$ cat src/design/qrm_pkg.sv
// Package for the queue with rotate-to-maximum unit.
// Holds the operation and status codes and the fixed field widths.
// No dependencies.
`default_nettype none

package qrm_pkg;

  // Fixed field widths of one item and one result.
  localparam int unsigned OpW    = 2;
  localparam int unsigned StatW  = 2;
  localparam int unsigned DataW  = 32;
  localparam int unsigned CountW = 5;

  // Operation codes.
  localparam logic [OpW-1:0] OP_PUSH   = 2'd0;
  localparam logic [OpW-1:0] OP_POP    = 2'd1;
  localparam logic [OpW-1:0] OP_ROTATE = 2'd2;
  localparam logic [OpW-1:0] OP_CLEAR  = 2'd3;

  // Status codes.
  localparam logic [StatW-1:0] ST_DONE  = 2'd0;
  localparam logic [StatW-1:0] ST_EMPTY = 2'd1;
  localparam logic [StatW-1:0] ST_FULL  = 2'd2;

endpackage : qrm_pkg

`default_nettype wire

$ cat src/design/queue_with_rotate_to_max_unit.sv
// Top level of the queue with rotate-to-maximum unit.
// Depends on qrm_pkg for codes and field widths.
`default_nettype none

// A bounded FIFO of signed Q16.16 values held in a circular memory with one
// registered read port and one write port. An item is taken when start is high
// and busy is low; busy stays high until the result has been shown. Each item
// gives exactly one result on result_valid_o, high for a single cycle, and the
// receiver must take it then. Push, pop and clear step through the update in
// the accepting cycle, a read of the head entry and the result. A rotate
// first walks the memory port once over all held entries to find the first
// maximum; unless that maximum already sits at the head, it then walks once
// over the entries ahead of it to append them at the tail, and the head moves
// to the maximum. A read of the head entry and the result follow.
module queue_with_rotate_to_max_unit #(
  parameter int unsigned DEPTH = 16
) (
  input  wire                                    clk_i,
  input  wire                                    rst_ni,
  input  wire                                    start,
  output logic                                   busy,
  input  wire  [qrm_pkg::OpW-1:0]                operation_i,
  input  wire  signed [qrm_pkg::DataW-1:0]       value_i,
  output logic                                   result_valid_o,
  output logic [qrm_pkg::StatW-1:0]              status_o,
  output logic [qrm_pkg::CountW-1:0]             count_o,
  output logic                                   front_valid_o,
  output logic signed [qrm_pkg::DataW-1:0]       front_value_o
);

  import qrm_pkg::*;

  localparam int unsigned AW = (DEPTH > 1) ? $clog2(DEPTH) : 1;
  localparam int unsigned CW = $clog2(DEPTH + 1);
  localparam int unsigned WW = CW + 1;

  // Sequencer states.
  localparam logic [2:0] S_IDLE   = 3'd0;
  localparam logic [2:0] S_SCAN   = 3'd1;
  localparam logic [2:0] S_DECIDE = 3'd2;
  localparam logic [2:0] S_COPY   = 3'd3;
  localparam logic [2:0] S_FRONT  = 3'd4;
  localparam logic [2:0] S_OUT    = 3'd5;

  // Sum of two values not above DEPTH, reduced modulo DEPTH.
  function automatic logic [AW-1:0] add_mod(input logic [CW-1:0] a, input logic [CW-1:0] b);
    logic [WW-1:0] s;
    s = {1'b0, a} + {1'b0, b};
    if (s >= WW'(DEPTH)) begin
      s = s - WW'(DEPTH);
    end
    return s[AW-1:0];
  endfunction

  logic [2:0]              state_q, state_d;
  logic [AW-1:0]           head_q, head_d;
  logic [CW-1:0]           count_q, count_d;
  logic [CW-1:0]           idx_q, idx_d;
  logic [CW-1:0]           k_q, k_d;
  logic                    pend_q, pend_d;
  logic [CW-1:0]           best_q, best_d;
  logic signed [DataW-1:0] max_q, max_d;
  logic [StatW-1:0]        status_q, status_d;
  logic signed [DataW-1:0] rd_data_q;

  logic [AW-1:0]           rd_addr;
  logic                    wr_en;
  logic [AW-1:0]           wr_addr;
  logic signed [DataW-1:0] wr_data;

  logic signed [DataW-1:0] mem [DEPTH];

  // Entry store: one write port, one registered read port.
  always_ff @(posedge clk_i) begin
    if (wr_en) begin
      mem[wr_addr] <= wr_data;
    end
  end

  always_ff @(posedge clk_i) begin
    rd_data_q <= mem[rd_addr];
  end

  // Sequencer and shared compare / address unit.
  always_comb begin
    state_d  = state_q;
    head_d   = head_q;
    count_d  = count_q;
    idx_d    = idx_q;
    k_d      = k_q;
    pend_d   = 1'b0;
    best_d   = best_q;
    max_d    = max_q;
    status_d = status_q;
    rd_addr  = head_q;
    wr_en    = 1'b0;
    wr_addr  = add_mod(CW'(head_q), count_q);
    wr_data  = value_i;

    unique case (state_q)
      S_IDLE: begin
        if (start) begin
          status_d = ST_DONE;
          state_d  = S_FRONT;
          unique case (operation_i)
            OP_PUSH: begin
              if (count_q >= CW'(DEPTH)) begin
                status_d = ST_FULL;
              end else begin
                wr_en   = 1'b1;
                count_d = count_q + CW'(1);
              end
            end
            OP_POP: begin
              if (count_q == '0) begin
                status_d = ST_EMPTY;
              end else begin
                head_d  = add_mod(CW'(head_q), CW'(1));
                count_d = count_q - CW'(1);
              end
            end
            OP_ROTATE: begin
              if (count_q == '0) begin
                status_d = ST_EMPTY;
              end else begin
                idx_d   = '0;
                best_d  = '0;
                state_d = S_SCAN;
              end
            end
            OP_CLEAR: begin
              count_d = '0;
              head_d  = '0;
            end
            default: begin
              state_d = S_FRONT;
            end
          endcase
        end
      end

      S_SCAN: begin
        // Compare the entry read in the previous cycle against the running maximum.
        if (pend_q) begin
          if ((k_q == '0) || (rd_data_q > max_q)) begin
            max_d  = rd_data_q;
            best_d = k_q;
          end
        end
        // Issue the next read, or finish once every entry has been compared.
        if (idx_q < count_q) begin
          rd_addr = add_mod(CW'(head_q), idx_q);
          k_d     = idx_q;
          idx_d   = idx_q + CW'(1);
          pend_d  = 1'b1;
        end else begin
          state_d = S_DECIDE;
        end
      end

      S_DECIDE: begin
        idx_d = '0;
        if (best_q == '0) begin
          state_d = S_FRONT;
        end else begin
          state_d = S_COPY;
        end
      end

      S_COPY: begin
        // Append each entry ahead of the maximum at the tail, in order.
        if (pend_q) begin
          wr_en   = 1'b1;
          wr_addr = add_mod(CW'(head_q), CW'(add_mod(count_q, k_q)));
          wr_data = rd_data_q;
        end
        if (idx_q < best_q) begin
          rd_addr = add_mod(CW'(head_q), idx_q);
          k_d     = idx_q;
          idx_d   = idx_q + CW'(1);
          pend_d  = 1'b1;
        end else begin
          head_d  = add_mod(CW'(head_q), best_q);
          state_d = S_FRONT;
        end
      end

      S_FRONT: begin
        // Read the head entry for the result.
        rd_addr = head_q;
        state_d = S_OUT;
      end

      S_OUT: begin
        state_d = S_IDLE;
      end

      default: begin
        state_d = S_IDLE;
      end
    endcase
  end

  // Control state.
  always_ff @(posedge clk_i or negedge rst_ni) begin
    if (!rst_ni) begin
      state_q <= S_IDLE;
      head_q  <= '0;
      count_q <= '0;
      pend_q  <= 1'b0;
    end else begin
      state_q <= state_d;
      head_q  <= head_d;
      count_q <= count_d;
      pend_q  <= pend_d;
    end
  end

  // Datapath registers.
  always_ff @(posedge clk_i) begin
    idx_q    <= idx_d;
    k_q      <= k_d;
    best_q   <= best_d;
    max_q    <= max_d;
    status_q <= status_d;
  end

  // Result ports.
  assign busy           = (state_q != S_IDLE);
  assign result_valid_o = (state_q == S_OUT);
  assign status_o       = status_q;
  assign count_o        = CountW'(count_q);
  assign front_valid_o  = (count_q != '0);
  assign front_value_o  = front_valid_o ? rd_data_q : '0;

`ifndef SYNTHESIS
  a_count_bound: assert property (@(posedge clk_i) disable iff (!rst_ni)
    count_q <= CW'(DEPTH))
    else $error("element count exceeds depth");

  a_result_single: assert property (@(posedge clk_i) disable iff (!rst_ni)
    result_valid_o |=> !result_valid_o)
    else $error("result strobe held for more than one cycle");

  a_accept_busy: assert property (@(posedge clk_i) disable iff (!rst_ni)
    (start && !busy) |=> busy)
    else $error("block not busy after taking an item");

  a_copy_best: assert property (@(posedge clk_i) disable iff (!rst_ni)
    (state_q == S_COPY) |-> ((best_q != '0) && (best_q < count_q)))
    else $error("copy pass entered with maximum at head or out of range");
`endif

endmodule : queue_with_rotate_to_max_unit

`default_nettype wire
$ cat config.mk
export PLATFORM = sky130hd
export DESIGN_NAME = queue_with_rotate_to_max_unit
export DESIGN_NICKNAME = d
export VERILOG_FILES = /design/src/design/qrm_pkg.sv /design/src/design/queue_with_rotate_to_max_unit.sv
export SDC_FILE = /design/constraint.sdc
export NUM_CORES = 1
export LEC_CHECK = 0
export BUFFER_PORTS_ARGS = -buffer_cell sky130_fd_sc_hd__buf_4
export CAP_MARGIN = 40
export CORE_MARGIN = 3
export CORE_UTILIZATION = 35
export CTS_BUF_LIST = sky130_fd_sc_hd__clkbuf_8
export CTS_CLUSTER_SIZE = 28
export DETAILED_ROUTE_END_ITERATION = 16
export GPL_TIMING_DRIVEN = 0
export PLACE_DENSITY_LB_ADDON = 0.05
export SLEW_MARGIN = 20
export SYNTH_ARGS = -nofsm -noshare
export SYNTH_HDL_FRONTEND = slang
export SYNTH_SLANG_ARGS = --single-unit
$ cat constraint.sdc
create_clock -name clk_i -period 13.1 [get_ports clk_i]
set_input_delay 3.93 -clock clk_i [delete_from_list [all_inputs] [get_ports clk_i]]
set_output_delay 3.93 -clock clk_i [all_outputs]
set_load 0.03 [all_outputs]
[After elaboration in Yosys (flattened, before gate mapping)]
Memories as Yosys holds them, arrays and structs flattened. A register that Yosys moved wholly into a read port is not among the register bits.
Cells that the tools add are included.
Cells by class
  order comparisons: 10
  add/sub/neg operators: 15
  reduce and logical (&&, ||, !) cells: 22
  eq/ne operators: 21
  multiplexer cells: 56
Operator list (count)
  $mux W32: 3
  $mux W4: 15
  $mux W5: 11
  $gt A32 B32 Y1: 1
  $ge A6 B5 Y1 const B: 4
  $pmux W4 S2: 3
  $sub A4 B1 Y4 const B: 6
  $ne A2 B2 Y1 const B: 10
  $pmux W5 S2: 2
  $pmux W5 S4: 1
  $add A4 B5 Y6: 3
  $mux W3: 6
  $ge A5 B5 Y1 const B: 3
  $logic_not A5 Y1: 3
  $pmux W3 S5: 1
  $pmux W5 S3: 1
  $reduce_and A6 Y1: 2
  $add A5 B1 Y5 const B: 2
  $lt A5 B5 Y1: 2
  $reduce_and A5 Y1: 2
  $mux W1: 9
  $reduce_and A3 Y1: 3
  $add A5 B5 Y6: 1
  $eq A3 B2 Y1 const B: 2
  other kinds (22): 28
Storage, ports and cells
  register bits: 62
  word-level logic and storage cells: 134
  memories kept: 1
  RAM bits: 512
  output and inout bits: 42
  bits of input ports: 37
Memories
  mem: words 16, width 32, read ports 1, clocked after memory_dff 1, write ports 1, line queue_with_rotate_to_max_unit.sv:71  | logic signed [DataW-1:0] mem [DEPTH];

[Longest topological paths before layout]
  depth in word-level cells: 10
  gate-level depth with buffers: 12
  depth with buffers taken out: 10

[Least setup slack after synthesis]
Ideal clock, no wire load.
  kind: input port to flip-flop
  from: input operation_i[0] (netlist name)
  to: memory mem[3][0], enable pin
  required time: 12679 ps
  stages on the path: 7
  buffers on the path: 0
  arrival time: 6024 ps
  library setup time: 421 ps
  slack: 6655 ps
  cell sequence: inv_1 -> ha_1 -> and3_1 -> nand2b_1 -> nand2_1 -> a32oi_1 -> nor2_1
Between the ends
  cells in the longest elaborated chain, start to end: 6
Ends and longest elaborated chain
  start, declared: line queue_with_rotate_to_max_unit.sv:22  | input wire [qrm_pkg::OpW-1:0] operation_i,
  $logic_not A2 Y1: line queue_with_rotate_to_max_unit.sv:105  | unique case (operation_i)
  $mux W1: line queue_with_rotate_to_max_unit.sv:105
  $mux W1: line queue_with_rotate_to_max_unit.sv:102  | if (start) begin
  $pmux W1 S2: line queue_with_rotate_to_max_unit.sv:100  | unique case (state_q)
  $mux W1: line queue_with_rotate_to_max_unit.sv:75  | if (wr_en) begin
  $mux W1 (not written as such): line queue_with_rotate_to_max_unit.sv:76  | mem[wr_addr] <= wr_data;
  end, declared: line queue_with_rotate_to_max_unit.sv:71
No other way between the ends.

[Worst setup path after layout]
  from: register count_q[1], in the netlist count_o[1]
  to: output front_value_o[7] (netlist name)
Between the ends
  cells in the longest elaborated chain, start to end: 2
Ends and longest elaborated chain
  start, declared: line queue_with_rotate_to_max_unit.sv:57  | logic [CW-1:0] count_q, count_d;
  start signal, assigned: line queue_with_rotate_to_max_unit.sv:214  | count_q <= count_d;
  $reduce_bool A5 Y1: line queue_with_rotate_to_max_unit.sv:233  | assign front_valid_o = (count_q != '0);
  $mux W32: line queue_with_rotate_to_max_unit.sv:234  | assign front_value_o = front_valid_o ? rd_data_q : '0;
  end, declared: line queue_with_rotate_to_max_unit.sv:28  | output logic signed [qrm_pkg::DataW-1:0] front_value_o
No other way between the ends.

==> results.md <==
* Status: finished clean
* Average wire per standard cell at 25.6 um
* Die area at 83,600 um2
* Max-slew violations at 0
* Nets at 2,490
* Iter 0 DRT Violations at 1,295
* Initial antenna violation count at 7
* First-pass GRT wire length at 132,000 um
* Core Area at 79,100 um2
* H-tree Lvls at 3
* CP Cell Sequence: nor3_1 > and2_1 > inv_1 > clkbuf_1 > and2_1 > buf_4
* Final worst slack at 6.02 ns
* Die height at 289 um
* Peak VDD IR at 0.000169 V
* Worst Path Required at 9.17 ns
* Max FO, Critical Path at 10
* Vias in the first global route at 19,500
* Hold buffers post-CTS at 0
* Setup crit start kind: flop
* Post-route clock period utilization at 54.0%
* Remaining Overflow, GRT at 0
* Seq cells post-synth at 606
* Critical path type: reg -> out
* Length of routed met3 wiring at 4670 um
* Clock Sinks at 606
* Most used cell, CP: and2_1
* Most common cell after layout, fill and taps aside: edfxtp_1
* Antenna Nets Post-Route at 0
* CTS resizes at 0
* Area delta synth->final at 16.6%
* Slowest cell on crit path: dfrtp_1
* Largest net degree at the start of global routing at 33
* Die W at 289 um
* Maximum root-to-sink buffer count at 3
* Most frequent cells in the layout: edfxtp_1 (561), nand2_1 (216), nand2b_1 (136)
* Fillcell total at 7,523
* Initial Util at 35.5%
* GRT Overall Usage at 21.7%
* Setup TNS at 0 ns
* I/O pins at 79
* Tightest Hold Check Type: reg -> reg
* Post-synth EDFFs at 561
* Area of the multi-input gates at 9460 um2
* Fmax at 0.141 GHz
* CP Data Arrival Time at 3.15 ns
* DP Wirelength at 64,000 um
* Crit end category: primary output
* WHS at 0.442 ns
* Vias per inst at 5.32
* Total power at 9.08 mW
* DRT Pass-1 Iters at 5
* Vias at 18,800
* Max cap viols at 0
* Power Dens Cells at 277 nW/um2
* Synth Warn # at 0
* Num CTS Buffers at 107
* Fin. Hold Viols at 0
* Clk slew on worst S/H paths at 0.06 ns
* Distinct cells, synth at 63
* RSZ-0062 raised after global routing: no
* Seq/Total Area, Yosys at 63.5%
* Worst-Skew Late Latency at 0.73 ns
* CP max stage delay at 0.62 ns
* Residual DRC at 0
* Routability cong. at 0.810
* Tmin final at 7.08 ns
* Core Rows at 103
* R2R Setup Slk at 8.94 ns
* Number of setup violations in the final report at 0
* Slew of the pin with the lowest slew margin at 1.01 ns
* CTS tree: yes
* Post-Syn Nets at 2,275
* Async S/R FF share, synth at 2.15%
* Leakage at 11.9 nW
* Ys flop type: edfxtp_1
* Post-CTS setup buffers at 0
* Place WS at 6.63 ns
* Clock root buffer: clkbuf_8
* # port buffers at 78
* Clk_skew at 0.0334 ns
* Post-Route WL at 90,400 um
* Met1 wire length at 40,200 um
* Syn Std Cell Area at 28,100 um2
* Post-synthesis cell count at 2,168
* Reg area at 17,800 um2
* Highest metal used: met4
* Syn Area/Cell at 12.9 um2
* Share of cells above drive strength 1 at 15.0%
* DR WL met2 at 43,600 um
* Max_slew headroom at 32.4%
* Final core occ at 41.4%
layout make-up:
cell class | instances | share of cell area (%)
diodes | 4 | 0.0306
plain buffers | 159 | 2.13
clock buffers | 125 | 5.26
clock inverters | 79 | 1.05
inverters | 57 | 0.654
multi-input cells | 1346 | 28.9
flip-flops and latches | 606 | 54.4
well taps | 1050 | 4.02
repair buffers | 106 | 3.53
synth_stat cells (all sizes together) (2+ instances only):
library cell  instances  area, um2
o22ai                 3       18.8
nand4b                2       17.5
ha                   64        801
a21o                 28        210
buf                  65        343
nand2               218        821
a211o                64        561
nand3                38        195
mux2                 99       1110
nand3b                4       30.0
and2                 38        238
nand4                 9       56.3
nor2                 73        277
o21a                  4       30.0
a21oi                55        283
o21ai                20        104
nor3                  7       40.0
a31oi                 4       25.0
inv                  57        214
xnor2                 9       78.8
fa                    6        120
xor2                 10       87.6
nor4                  5       31.3
o32a                 32        320
o211ai               64        480
dfxtp                32        641
a311oi               33        289
a211oi              131        988
and3                133        832
nor2b                 5       31.3
dfrtp                13        325
edfxtp              561      16800
clkbuf               94        353
a22oi                33        248
or2                   4       25.0
nand2b              136        851
path summary, 6_finish.rpt:
| path | start | end | cells past startpoint |
|---|---|---|---|
| max in group asynchronous | rst_ni | pend_q$_DFF_PN0_ | 1 |
| worst min-delay path | rd_data_q[0]$_DFF_P_ | max_q[0]$_DFFE_PP_ | 0 |
| worst min register to register | rd_data_q[0]$_DFF_P_ | max_q[0]$_DFFE_PP_ | 0 |
| worst max-delay path | count_o[1]$_DFFE_PN0P_ | front_value_o[7] | 6 |
| min in group asynchronous | rst_ni | state_q[0]$_DFFE_PN0P_ | 1 |
| worst max register to register | idx_q[3]$_SDFFCE_PP0P_ | rd_data_q[22]$_DFF_P_ | 11 |
through the flow:
| step | std cells | cell area, um2 |
|---|---|---|
| after floorplan | 2168 | 28100 |
| after global placement | 3296 | 30000 |
| after detailed placement | 3324 | 30600 |
| after CTS | 3528 | 32700 |
| after global routing | 3532 | 32700 |
| final | 3532 | 32700 |
sequential cells by signal (all words and copies together), names as in the netlist:
name,count
idx_q,5
max_q,32
rd_data_q,32
state_q,3
status_o,2
mem,512
best_q,5
pend_q,1
count_o,5
head_q,4
k_q,5
report_power, final:
part | switching (mW) | internal, mW
registers | 0.173 | 2.34
logic | 3.19 | 1.71
clock network | 0.791 | 0.868
total | 4.15 | 4.92
cell families after synthesis:
| group | after synthesis | synth area share (%) |
|---|---|---|
| AOI/OAI and AO/OA | 480 | 13.0 |
| xor gates and xnor gates | 19 | 0.593 |
| adders and majority gates | 70 | 3.28 |
| buffers and inverters | 216 | 3.24 |
| DFF | 606 | 63.5 |
| muxes | 100 | 4.01 |
| and+or+nand+nor | 677 | 12.4 |
metal layers:
layer	vias to the layer above	track usage (%)
met1	9463	29.5
li1	8732	-
met3	119	3.40
met5	-	0
met4	0	5.93
met2	489	36.2
worst max-delay path, delay by kind of cell (launching register included):
family / cells / cell delay, ns
and+or+nand+nor: 3 / 0.59
buffers and inverters: 3 / 1.22
DFF: 1 / 0.62
No activity file was read; power rests on OpenSTA's default activity.
